**src/kpsd_pkg.sv**
```systemverilog
// Shared types and constants for the keypad scan, debounce and auto-repeat block.
// No dependencies; every other file takes names from here by scope.
`timescale 1ns / 1ps
`default_nettype none
package kpsd_pkg;

  localparam int TimeBits     = 32;
  localparam int MatrixBits   = 25;
  localparam int KeyBits      = 5;
  localparam int CfgBits      = 16;
  localparam int CfgIndexBits = 8;
  localparam int DivSteps     = 32;
  localparam int QueueDepth   = 2;
  localparam int DefRows      = 5;
  localparam int DefCols      = 5;

  localparam logic [CfgIndexBits-1:0] REG_DEBOUNCE     = 8'd0;
  localparam logic [CfgIndexBits-1:0] REG_REPEAT_DELAY = 8'd1;
  localparam logic [CfgIndexBits-1:0] REG_REPEAT_PER   = 8'd2;
  localparam logic [CfgIndexBits-1:0] REG_REPEAT_WIN   = 8'd3;

  localparam logic [CfgBits-1:0] RST_DEBOUNCE     = 16'd50;
  localparam logic [CfgBits-1:0] RST_REPEAT_DELAY = 16'd500;
  localparam logic [CfgBits-1:0] RST_REPEAT_PER   = 16'd150;
  localparam logic [CfgBits-1:0] RST_REPEAT_WIN   = 16'd20;

  typedef enum logic [1:0] {
    EV_NONE     = 2'd0,
    EV_PRESSED  = 2'd1,
    EV_RELEASED = 2'd2,
    EV_HOLD     = 2'd3
  } event_kind_t;

  typedef enum logic [1:0] {
    BK_IDLE,
    BK_DIVIDE,
    BK_FINISH
  } back_state_t;

  // EV_HOLD here means "hold candidate": the back end still runs the window test.
  typedef struct packed {
    event_kind_t         kind;
    logic [KeyBits-1:0]  key;
    logic [TimeBits-1:0] past;
  } cmd_t;

  typedef struct packed {
    logic [CfgBits-1:0] period;
    logic [CfgBits-1:0] window;
  } back_cfg_t;

endpackage
`default_nettype wire

```
**src/kpsd_ifs.sv**
```systemverilog
// Channel interfaces: poll input, event report output and register write port.
// Depends on kpsd_pkg for field widths.
`timescale 1ns / 1ps
`default_nettype none
interface kpsd_in_if;
  logic                                valid;
  logic                                ready;
  logic [kpsd_pkg::TimeBits-1:0]       now_ms;
  logic [kpsd_pkg::MatrixBits-1:0]     pressed_matrix;
  modport source (output valid, now_ms, pressed_matrix, input ready);
  modport sink (input valid, now_ms, pressed_matrix, output ready);
endinterface

interface kpsd_out_if;
  logic                                valid;
  logic                                ready;
  logic [1:0]                          event_kind;
  logic [kpsd_pkg::KeyBits-1:0]        key_index;
  modport source (output valid, event_kind, key_index, input ready);
  modport sink (input valid, event_kind, key_index, output ready);
endinterface

interface kpsd_cfg_if;
  logic                                valid;
  logic                                ready;
  logic [kpsd_pkg::CfgIndexBits-1:0]   index;
  logic [kpsd_pkg::CfgBits-1:0]        data;
  modport source (output valid, index, data, input ready);
  modport sink (input valid, index, data, output ready);
endinterface
`default_nettype wire

```
**src/kpsd_front.sv**
```systemverilog
// Front end: register file, key priority encoder, held-key state and event classification.
// Depends on kpsd_pkg and kpsd_ifs; feeds commands to kpsd_queue.
`timescale 1ns / 1ps
`default_nettype none
module kpsd_front #(
  parameter int ROWS = kpsd_pkg::DefRows,
  parameter int COLS = kpsd_pkg::DefCols
) (
  input  wire logic                clk,
  input  wire logic                rst,
  kpsd_in_if.sink                  poll,
  kpsd_cfg_if.sink                 cfg,
  output kpsd_pkg::cmd_t           cmd,
  output logic                     cmd_valid,
  input  wire logic                cmd_ready,
  output kpsd_pkg::back_cfg_t      back_cfg
);

  localparam int Keys = (ROWS * COLS > kpsd_pkg::MatrixBits) ? kpsd_pkg::MatrixBits
                                                             : ROWS * COLS;

  logic [kpsd_pkg::CfgBits-1:0]  debounce_lim;
  logic [kpsd_pkg::CfgBits-1:0]  repeat_delay;
  logic [kpsd_pkg::CfgBits-1:0]  repeat_period_ms;
  logic [kpsd_pkg::CfgBits-1:0]  repeat_window_ms;

  logic                          held_valid;
  logic [kpsd_pkg::KeyBits-1:0]  held_index;
  logic [kpsd_pkg::TimeBits-1:0] accept_time;

  logic                          found;
  logic [kpsd_pkg::KeyBits-1:0]  key;
  logic [kpsd_pkg::TimeBits-1:0] hold;
  logic [kpsd_pkg::TimeBits-1:0] past;
  logic                          xfer;

  assign cfg.ready = 1'b1;
  assign back_cfg  = {repeat_period_ms, repeat_window_ms};

  assign poll.ready = cmd_ready;
  assign cmd_valid  = poll.valid;
  assign xfer       = poll.valid && cmd_ready;

  always_comb begin
    found = 1'b0;
    key   = '0;
    for (int i = Keys - 1; i >= 0; i--) begin
      if (poll.pressed_matrix[i]) begin
        found = 1'b1;
        key   = kpsd_pkg::KeyBits'(i);
      end
    end
  end

  assign hold = poll.now_ms - accept_time;
  assign past = hold - {16'd0, repeat_delay};

  always_comb begin
    cmd.kind = kpsd_pkg::EV_NONE;
    cmd.key  = '0;
    cmd.past = past;
    if (!found) begin
      if (held_valid) begin
        cmd.kind = kpsd_pkg::EV_RELEASED;
      end
    end else if (!held_valid || key != held_index) begin
      if (hold > {16'd0, debounce_lim}) begin
        cmd.kind = kpsd_pkg::EV_PRESSED;
        cmd.key  = key;
      end
    end else if (hold > {16'd0, repeat_delay}) begin
      cmd.kind = kpsd_pkg::EV_HOLD;
      cmd.key  = key;
    end
  end

  always_ff @(posedge clk) begin
    if (rst) begin
      debounce_lim     <= kpsd_pkg::RST_DEBOUNCE;
      repeat_delay     <= kpsd_pkg::RST_REPEAT_DELAY;
      repeat_period_ms <= kpsd_pkg::RST_REPEAT_PER;
      repeat_window_ms <= kpsd_pkg::RST_REPEAT_WIN;
    end else if (cfg.valid) begin
      unique case (cfg.index)
        kpsd_pkg::REG_DEBOUNCE:     debounce_lim     <= cfg.data;
        kpsd_pkg::REG_REPEAT_DELAY: repeat_delay     <= cfg.data;
        kpsd_pkg::REG_REPEAT_PER:   repeat_period_ms <= cfg.data;
        kpsd_pkg::REG_REPEAT_WIN:   repeat_window_ms <= cfg.data;
        default: ;
      endcase
    end
  end

  // Release keeps accept_time so debounce still counts from the last accepted key.
  always_ff @(posedge clk) begin
    if (rst) begin
      held_valid  <= 1'b0;
      held_index  <= '0;
      accept_time <= '0;
    end else if (xfer) begin
      if (cmd.kind == kpsd_pkg::EV_PRESSED) begin
        held_valid  <= 1'b1;
        held_index  <= key;
        accept_time <= poll.now_ms;
      end else if (cmd.kind == kpsd_pkg::EV_RELEASED) begin
        held_valid  <= 1'b0;
      end
    end
  end

endmodule
`default_nettype wire

```
**src/kpsd_queue.sv**
```systemverilog
// Short command queue between front and back ends.
// Depends on kpsd_pkg for the command type and depth.
`timescale 1ns / 1ps
`default_nettype none
module kpsd_queue (
  input  wire logic            clk,
  input  wire logic            rst,
  input  wire logic            push_valid,
  output logic                 push_ready,
  input  wire kpsd_pkg::cmd_t  push_data,
  output logic                 pop_valid,
  input  wire logic            pop_ready,
  output kpsd_pkg::cmd_t       pop_data
);

  localparam int PtrBits = (kpsd_pkg::QueueDepth > 1) ? $clog2(kpsd_pkg::QueueDepth) : 1;
  localparam int CntBits = $clog2(kpsd_pkg::QueueDepth + 1);

  kpsd_pkg::cmd_t       mem [kpsd_pkg::QueueDepth];
  logic [PtrBits-1:0]   wr_ptr;
  logic [PtrBits-1:0]   rd_ptr;
  logic [CntBits-1:0]   count;
  logic                 push;
  logic                 pop;

  assign push_ready = count != CntBits'(kpsd_pkg::QueueDepth);
  assign pop_valid  = count != '0;
  assign pop_data   = mem[rd_ptr];
  assign push       = push_valid && push_ready;
  assign pop        = pop_valid && pop_ready;

  always_ff @(posedge clk) begin
    if (push) begin
      mem[wr_ptr] <= push_data;
    end
  end

  always_ff @(posedge clk) begin
    if (rst) begin
      wr_ptr <= '0;
      rd_ptr <= '0;
      count  <= '0;
    end else begin
      if (push) begin
        wr_ptr <= (wr_ptr == PtrBits'(kpsd_pkg::QueueDepth - 1)) ? '0 : wr_ptr + 1'b1;
      end
      if (pop) begin
        rd_ptr <= (rd_ptr == PtrBits'(kpsd_pkg::QueueDepth - 1)) ? '0 : rd_ptr + 1'b1;
      end
      if (push && !pop) begin
        count <= count + 1'b1;
      end else if (pop && !push) begin
        count <= count - 1'b1;
      end
    end
  end

endmodule
`default_nettype wire

```
**src/kpsd_back.sv**
```systemverilog
// Back end: bit-serial remainder unit for the repeat window test and the report register.
// Depends on kpsd_pkg and kpsd_ifs; takes commands from kpsd_queue.
`timescale 1ns / 1ps
`default_nettype none
module kpsd_back (
  input  wire logic                  clk,
  input  wire logic                  rst,
  input  wire logic                  cmd_valid,
  output logic                       cmd_ready,
  input  wire kpsd_pkg::cmd_t        cmd,
  input  wire kpsd_pkg::back_cfg_t   back_cfg,
  kpsd_out_if.source                 report
);

  localparam int CntBits = $clog2(kpsd_pkg::DivSteps);

  kpsd_pkg::back_state_t         state;
  kpsd_pkg::back_state_t         state_next;

  logic                          out_valid;
  kpsd_pkg::event_kind_t         out_kind;
  logic [kpsd_pkg::KeyBits-1:0]  out_key;
  logic [kpsd_pkg::TimeBits-1:0] dvd;
  logic [kpsd_pkg::CfgBits-1:0]  rem;
  logic [CntBits-1:0]            cnt;
  logic [kpsd_pkg::KeyBits-1:0]  hold_key;

  logic                          out_free;
  logic [kpsd_pkg::CfgBits:0]    rem_sh;
  logic [kpsd_pkg::CfgBits-1:0]  rem_sub;
  logic [kpsd_pkg::CfgBits-1:0]  rem_step;
  logic                          needs_div;
  kpsd_pkg::event_kind_t         direct_kind;
  logic                          start_div;
  logic                          step;
  logic                          load;
  kpsd_pkg::event_kind_t         load_kind;
  logic [kpsd_pkg::KeyBits-1:0]  load_key;

  assign report.valid      = out_valid;
  assign report.event_kind = out_kind;
  assign report.key_index  = out_key;

  assign out_free = !out_valid || report.ready;

  assign rem_sh   = {rem, dvd[kpsd_pkg::TimeBits-1]};
  assign rem_sub  = rem_sh[kpsd_pkg::CfgBits-1:0] - back_cfg.period;
  assign rem_step = (rem_sh >= {1'b0, back_cfg.period}) ? rem_sub
                                                        : rem_sh[kpsd_pkg::CfgBits-1:0];

  // Zero period: remainder is the dividend itself, so compare directly.
  assign needs_div = cmd.kind == kpsd_pkg::EV_HOLD && back_cfg.period != '0;

  always_comb begin
    direct_kind = cmd.kind;
    if (cmd.kind == kpsd_pkg::EV_HOLD) begin
      direct_kind = (cmd.past < {16'd0, back_cfg.window}) ? kpsd_pkg::EV_HOLD
                                                           : kpsd_pkg::EV_NONE;
    end
  end

  always_comb begin
    state_next = state;
    unique case (state)
      kpsd_pkg::BK_IDLE:   if (start_div) state_next = kpsd_pkg::BK_DIVIDE;
      kpsd_pkg::BK_DIVIDE: if (cnt == CntBits'(kpsd_pkg::DivSteps - 1)) begin
        state_next = kpsd_pkg::BK_FINISH;
      end
      kpsd_pkg::BK_FINISH: if (out_free) state_next = kpsd_pkg::BK_IDLE;
      default:             state_next = kpsd_pkg::BK_IDLE;
    endcase
  end

  always_comb begin
    cmd_ready = 1'b0;
    start_div = 1'b0;
    step      = 1'b0;
    load      = 1'b0;
    load_kind = kpsd_pkg::EV_NONE;
    load_key  = '0;
    unique case (state)
      kpsd_pkg::BK_IDLE: begin
        cmd_ready = out_free;
        if (cmd_valid && out_free) begin
          if (needs_div) begin
            start_div = 1'b1;
          end else begin
            load      = 1'b1;
            load_kind = direct_kind;
            load_key  = (direct_kind == kpsd_pkg::EV_NONE) ? '0 : cmd.key;
          end
        end
      end
      kpsd_pkg::BK_DIVIDE: begin
        step = 1'b1;
      end
      kpsd_pkg::BK_FINISH: begin
        if (out_free) begin
          load = 1'b1;
          if (rem < back_cfg.window) begin
            load_kind = kpsd_pkg::EV_HOLD;
            load_key  = hold_key;
          end
        end
      end
      default: ;
    endcase
  end

  always_ff @(posedge clk) begin
    if (rst) begin
      state     <= kpsd_pkg::BK_IDLE;
      out_valid <= 1'b0;
      cnt       <= '0;
    end else begin
      state <= state_next;
      if (load) begin
        out_valid <= 1'b1;
      end else if (report.ready) begin
        out_valid <= 1'b0;
      end
      if (start_div) begin
        cnt <= '0;
      end else if (step) begin
        cnt <= cnt + 1'b1;
      end
    end
  end

  always_ff @(posedge clk) begin
    if (load) begin
      out_kind <= load_kind;
      out_key  <= load_key;
    end
    if (start_div) begin
      dvd      <= cmd.past;
      rem      <= '0;
      hold_key <= cmd.key;
    end else if (step) begin
      dvd <= {dvd[kpsd_pkg::TimeBits-2:0], 1'b0};
      rem <= rem_step;
    end
  end

endmodule
`default_nettype wire

```
**src/keypad_scan_debounce_repeat.sv**
```systemverilog
// Top level of the keypad scanner with debounce and auto-repeat.
// Depends on kpsd_pkg, kpsd_ifs, kpsd_front, kpsd_queue and kpsd_back.
`timescale 1ns / 1ps
`default_nettype none
// Each poll transfer (timestamp plus key matrix) yields exactly one report transfer:
// none, pressed, released or hold. The front end classifies a poll and updates the
// held-key state in the cycle it is taken, so it can take a poll every cycle while
// the two-entry command queue has room. Pressed, released and none reports pass the
// queue register and then the back end report register. A held-key poll past the
// repeat delay needs the remainder of the time past the delay by the repeat period
// (when nonzero): the back end runs a one-bit-per-cycle restoring divider, takes no
// new command until that report is loaded, and so sets the sustained held-key rate.
// Registers are written through the cfg channel, which is always ready.
module keypad_scan_debounce_repeat #(
  parameter int ROWS = kpsd_pkg::DefRows,
  parameter int COLS = kpsd_pkg::DefCols
) (
  input  wire logic   clk,
  input  wire logic   rst,
  kpsd_in_if.sink     poll,
  kpsd_out_if.source  report,
  kpsd_cfg_if.sink    cfg
);

  kpsd_pkg::cmd_t       front_cmd;
  logic                 front_valid;
  logic                 front_ready;
  kpsd_pkg::cmd_t       back_cmd;
  logic                 back_valid;
  logic                 back_ready;
  kpsd_pkg::back_cfg_t  back_cfg;

  kpsd_front #(
    .ROWS (ROWS),
    .COLS (COLS)
  ) u_front (
    .clk       (clk),
    .rst       (rst),
    .poll      (poll),
    .cfg       (cfg),
    .cmd       (front_cmd),
    .cmd_valid (front_valid),
    .cmd_ready (front_ready),
    .back_cfg  (back_cfg)
  );

  kpsd_queue u_queue (
    .clk        (clk),
    .rst        (rst),
    .push_valid (front_valid),
    .push_ready (front_ready),
    .push_data  (front_cmd),
    .pop_valid  (back_valid),
    .pop_ready  (back_ready),
    .pop_data   (back_cmd)
  );

  kpsd_back u_back (
    .clk       (clk),
    .rst       (rst),
    .cmd_valid (back_valid),
    .cmd_ready (back_ready),
    .cmd       (back_cmd),
    .back_cfg  (back_cfg),
    .report    (report)
  );

endmodule
`default_nettype wire
```
**src/flat_wrapper.sv**
```systemverilog
// flat-port wrapper written by rule: the top's interface ports become plain ports
module keypad_scan_debounce_repeat_flat 
#(
  parameter int ROWS = kpsd_pkg::DefRows,
  parameter int COLS = kpsd_pkg::DefCols
)
  (clk, rst, poll_valid, poll_now_ms, poll_pressed_matrix, poll_ready, report_valid, report_event_kind, report_key_index, report_ready, cfg_valid, cfg_index, cfg_data, cfg_ready);
  kpsd_in_if poll_i ();
  kpsd_out_if report_i ();
  kpsd_cfg_if cfg_i ();
  input  wire logic clk;
  input  wire logic rst;
  input wire logic [$bits(poll_i.valid)-1:0] poll_valid;
  input wire logic [$bits(poll_i.now_ms)-1:0] poll_now_ms;
  input wire logic [$bits(poll_i.pressed_matrix)-1:0] poll_pressed_matrix;
  output wire logic [$bits(poll_i.ready)-1:0] poll_ready;
  output wire logic [$bits(report_i.valid)-1:0] report_valid;
  output wire logic [$bits(report_i.event_kind)-1:0] report_event_kind;
  output wire logic [$bits(report_i.key_index)-1:0] report_key_index;
  input wire logic [$bits(report_i.ready)-1:0] report_ready;
  input wire logic [$bits(cfg_i.valid)-1:0] cfg_valid;
  input wire logic [$bits(cfg_i.index)-1:0] cfg_index;
  input wire logic [$bits(cfg_i.data)-1:0] cfg_data;
  output wire logic [$bits(cfg_i.ready)-1:0] cfg_ready;
  assign poll_i.valid = poll_valid;
  assign poll_i.now_ms = poll_now_ms;
  assign poll_i.pressed_matrix = poll_pressed_matrix;
  assign poll_ready = poll_i.ready;
  assign report_valid = report_i.valid;
  assign report_event_kind = report_i.event_kind;
  assign report_key_index = report_i.key_index;
  assign report_i.ready = report_ready;
  assign cfg_i.valid = cfg_valid;
  assign cfg_i.index = cfg_index;
  assign cfg_i.data = cfg_data;
  assign cfg_ready = cfg_i.ready;
  keypad_scan_debounce_repeat #(.ROWS(ROWS), .COLS(COLS)) u_core (.clk(clk), .rst(rst), .poll(poll_i), .report(report_i), .cfg(cfg_i));
endmodule
```
**config.mk**
```make
export PLATFORM = sky130hd
export DESIGN_NAME = keypad_scan_debounce_repeat_flat
export DESIGN_NICKNAME = d
export VERILOG_FILES = /design/src/kpsd_pkg.sv /design/src/kpsd_ifs.sv /design/src/kpsd_front.sv /design/src/kpsd_queue.sv /design/src/kpsd_back.sv /design/src/keypad_scan_debounce_repeat.sv /design/src/flat_wrapper.sv
export SDC_FILE = /design/constraint.sdc
export NUM_CORES = 1
export LEC_CHECK = 0
export BUFFER_PORTS_ARGS = -buffer_cell sky130_fd_sc_hd__clkbuf_2
export CAP_MARGIN = 25
export CORE_ASPECT_RATIO = 0.6
export CORE_MARGIN = 5
export CORE_UTILIZATION = 30
export DETAILED_ROUTE_END_ITERATION = 8
export HOLD_SLACK_MARGIN = 0.02
export PLACE_DENSITY = 0.5
export SYNTH_ARGS = -nofsm -noshare
export SYNTH_HDL_FRONTEND = slang
export SYNTH_SLANG_ARGS = --single-unit
```
**constraint.sdc**
```tcl
create_clock -name clk -period 7 [get_ports clk]
set_input_delay 0.35 -clock clk [delete_from_list [all_inputs] [get_ports clk]]
set_output_delay 0.35 -clock clk [all_outputs]
set_load 0.02 [all_outputs]
```
* After elaboration in Yosys (flattened, before gate mapping) *
Memories as Yosys holds them, arrays and structs flattened. A register that Yosys moved wholly into a read port is not among the register bits.
Cells that the tools add are included.

cells by class
  magnitude comparators = 5
  reductions and logical operators = 29
  equal/unequal tests = 14
  add/sub/neg operators = 8
  mux-type cells = 97

operators with widths
  kind                  number
  $mux W5               31
  $gt A32 B16 Y1        2
  $mux W32              2
  $mux W1               43
  $lt A32 B16 Y1        1
  $sub A32 B16 Y32      1
  $sub A32 B32 Y32      1
  $mux W2               13
  $ge A17 B16 Y1        1
  $eq A8 B2 Y1 const B  2
  $lt A16 B16 Y1        1
  $mux W16              1
  $reduce_bool A16 Y1   1
  $sub A16 B16 Y16      1
  $mux W7               2
  $reduce_and A2 Y1     6
  $pmux W5 S2           1
  $reduce_bool A2 Y1    5
  $eq A8 B1 Y1 const B  1
  $logic_not A8 Y1      1
  $ne A2 B2 Y1 const B  4
  $eq A2 B2 Y1 const B  3
  $logic_and A1 B1 Y1   6
  $mux W6               1
  15 further kinds      22

storage, ports and cells
  RAM bits = 78
  memories = 1
  output and inout bits = 10
  word-level logic and storage cells = 172
  bits of input ports = 86
  register bits = 174

memory list
  memory              words  bits a word  rd ports  clocked after Yosys merged registers in  wr ports  line              text
  u_core.u_queue.mem  2      39           1         1                                        1         kpsd_queue.sv:19  kpsd_pkg::cmd_t mem [kpsd_pkg::QueueDepth];

* Depth between registers and ports, before layout *
  word-level depth = 32
  gate-level depth with buffers = 27
  gate-level depth less buffers = 26

* Cells and area by module *
A second synthesis with hierarchy kept.

second synthesis, totals
  cell total of the unflattened synthesis = 1590
  area total of the unflattened synthesis = 15117.0 um^2

modules (own cells, without submodules)
  module      seq. area each (um^2)  area an instance (um^2)  cells an instance  times used
  kpsd_front  2042.0                 7557.2                   1004               1
  kpsd_back   1801.7                 4526.8                   441                1
  kpsd_queue  2442.3                 3032.9                   145                1

* Least setup slack after synthesis *
Ideal clock, no wire load.

  path type = input port to flip-flop
  start = input port poll_now_ms[0]
  end = register u_core.u_front.accept_time[31] in the netlist's numbering
  library setup time = 71 ps
  cell stages on the path = 24
  buffers on the path = 2
  data arrival time = 4985 ps
  data required time = 6929 ps
  setup slack = 1944 ps
  path through = inv_1 > ha_1 > inv_1 > fa_1 > a211oi_2 > nor4_1 > or3_4 > o311a_4 > nor2_1 > xnor2_1 > ha_1 > nand3_1 > o211ai_1 > a21o_1 > nand2_1 > mux2_2 > and4_4 > nor2_1 > ha_1 > and3_1 > clkbuf_1 > clkbuf_1 > nand2_1 > a21oi_1

RTL lines
  what                    line                text
  start: declaration      flat_wrapper.sv:14  input wire logic [$bits(poll_i.now_ms)-1:0] poll_now_ms;
  end signal: assignment  kpsd_front.sv:104   accept_time <= poll.now_ms;
  end: declaration        kpsd_front.sv:29    logic [kpsd_pkg::TimeBits-1:0] accept_time;

==> results.toml <==
[clocking]
root_buffer = "clkbuf_16"
cts_hold_buf = 22
cts.repair.resized = 0
cts_buffer_depth = 3
ctsHtreeMaxLevel = 1
post_cts_buffers = 0
cts.clk_slew.worst_paths_ps = 60
cts-buffers-inserted = 26
clock_latency_ps = 560
cts_tree = "built"
cts_sinks = 253

[logic_synthesis]
synth_common_cells = "191 x nand2_1, 138 x nor2_1, 131 x dfxtp_1, 127 x inv_1"
netlist_instances = 1585
ys_types = 87
ys_warn_count = 0
synth_most_common_cell = "nand2_1"
syn_nets = 1787
synth-seq-cells = 253
synth_top_area_cell = "edfxtp_1"
synth.area.top_cells = "edfxtp_1 25%, dfxtp_1 18%, ha_1 9.5%"
synth_flop_cell = "dfxtp_1"
syn_area_um2 = 14890
async_reset_ff_share_pct = 0
synth_edf_count = 122
yosysSeqAreaShare_pct = 42.23
synth_top_area_share_pct = 24.61
avgSynthCellArea_um2 = 9.391

[route]
vias = 11566
ant_nets = 0
totalWireLength_um = 39490
routedWlPerCell_um = 16.76
first_pass_iters = 5
drc = 0
drtIter0Drc = 821
avgViaCountPerCell = 4.909

[grt]
grt_use_total_pct = 14.15
grt_first_pass_wirelength_um = 62100
grt_max_degree = 65
grt_antenna_before_repair = 1
gr-total-overflow = 0
grt_pass1_vias = 10677

[placement]
io_buffer_count = 94
post_dp_cell_area_um2 = 16060
place_inst = 2286
hpwl_um = 30450
gp_congestion = 0.8655

[flow_run]
cap_violations = 0

[cells_and_area]
fillers = 4997
fin_nets = 1888
syn2layout_area_growth_pct = 15.66
finalInstanceArea_um2 = 17220
diodes = 0
drive_gt1_share_pct = 13.31
fin_cells = 2356

[floorplan]
rows = 63
boundaryPins = 96
die_w_um = 297.6
die_y_um = 182.5
floorplan.initialDensity_pct = 30.21
core_um2 = 49270
die_area_um2 = 54320

[critical_path]
path_max_fanout = 35
critical_path_required_ps = 7480
worst-setup-path-type = "in -> reg"
endpoint_kind = "flop"
critPathLaunchType = "input pin"
crit_arrival_ps = 6080

[outcome]
status = "finished clean"

[sta]
fin_crit_sh_pct = 79.99
finalHoldViolCount = 0
skew_ps = 16.20
worst_pin_slew_ps = 969.5
grt_setup_unrepaired = "no"
tns_ps = 0
fin_crit_ps = 5599
clock.fmax_mhz = 178.6
slew-limit-headroom_pct = 35.37
slew_viol_final = 0
setup_viol = 0

[pwr]
ir_drop_mv = 0.1732
static-leakage-power_nw = 6.797
powerDensity_nw_per_um2 = 368.1

[min_path]
hp-class = "in -> reg"
[flip-flops by register name, summed over array words and instances (netlist names), named ones only]
register,count
u_core.u_queue.wr_ptr,1
u_core.u_front.repeat_delay,16
u_core.u_back.cnt,5
u_core.u_queue.rd_ptr,1
u_core.u_back.rem,16
u_core.u_front.repeat_window_ms,16
u_core.u_back.dvd,32
u_core.u_back.report.key_index,5
u_core.u_back.report.valid,1
u_core.u_front.debounce_lim,16
u_core.u_back.state,2
u_core.u_front.held_index,5
u_core.u_front.held_valid,1
u_core.u_queue.count,2
u_core.u_front.repeat_period_ms,16
u_core.u_queue.mem,78
u_core.u_front.accept_time,32
u_core.u_back.hold_key,5
u_core.u_back.report.event_kind,2
[per-layer routing]
layer	GRT usage [%]	routed length, um
met1	23.28	22100
met5	0	13
met4	2.674	715
met3	2.545	2015
met2	18.83	14650
[critical path, cell delays in order]
cell and delay, ps:
dlygate4sd3_1 530, clkbuf_2 120, inv_1 60, ha_1 160
inv_1 60, fa_1 440, a211oi_2 310, nor4_1 90
or3_4 430, o311a_4 360, nor2_1 120, xnor2_1 120
ha_1 380, nand3_1 140, o211ai_1 350, a21o_1 270
nand2_1 110, mux2_2 280, and4_4 240, nor2_1 160
ha_1 200, and3_1 150, buf_4 370, nand2_1 110
a21oi_1 140
[layout by cell type, fill, tap and decap left out, types with 33 or more instances in the layout]
master	n
nand3_1	33
ha_1	113
inv_1	127
o21ai_0	66
a21oi_1	122
mux2_2	37
nand2_1	191
a21o_1	34
mux2i_1	68
dfxtp_1	130
xnor2_1	49
edfxtp_1	122
clkbuf_2	93
nor2_1	137
[path summary, 6_finish.rpt]
| kind | from | end | slack [ps] | cells past startpoint |
|---|---|---|---|---|
| min reg2reg | u_core.u_front.accept_time[24]$_SDFFE_PP0P_ | u_core.u_front.accept_time[24]$_SDFFE_PP0P_ | 450 | 2 |
| max reg2reg | u_core.u_front.accept_time[0]$_SDFFE_PP0P_ | u_core.u_front.accept_time[16]$_SDFFE_PP0P_ | 1560 | 22 |
| min | poll_now_ms[5] | u_core.u_front.accept_time[5]$_SDFFE_PP0P_ | 50 | 3 |
| max | poll_now_ms[0] | u_core.u_front.accept_time[16]$_SDFFE_PP0P_ | 1400 | 25 |
[kinds of logic (layout without fill, tap and decap cells)]
logic type      Yosys count  after routing  share of synthesized area [%]
xor+xnor                 72             72                          4.413
mux                     105            105                          7.372
flops                   253            253                          42.23
compound gates          350            350                          15.62
buf+inv                 183            304                          4.724
other cells               1              1                        0.02519
simple gates            505            505                          15.72
fa+ha+maj               116            116                          9.902
[final cells by class]
type	count	area [um^2]	share of cell area, %
multi-input combinational	1149	7910	45.94
sequential	253	6287	36.52
tap	650	813.3	4.724
inverter	128	480.5	2.791
timing repair buffer	128	790.8	4.593
clock inverter	17	224.0	1.301
clock buffer	31	710.7	4.128
[through the flow]
step                      utilization [%]  setup slack (ps)  hold WS, ps  power (W)
after CTS                           34.95              1455        21.30   0.006391
after detailed placement            32.60              1404        446.7   0.004829
after global routing                34.95             942.6        42.77   0.006775
after floorplan                         -              1944        435.4   0.004106
after global placement              32.57              1530        441.8   0.004766
final                               34.95              1401        53.28   0.006337
[where the power goes]
group          switching [W]  leakage, nW  internal, W  total [W]
clock network       0.000638        0.443     0.000884    0.00152
logic                0.00159         4.15      0.00103    0.00261
registers           0.000150         2.20      0.00205    0.00220
Power figures use the tool's default switching activity.
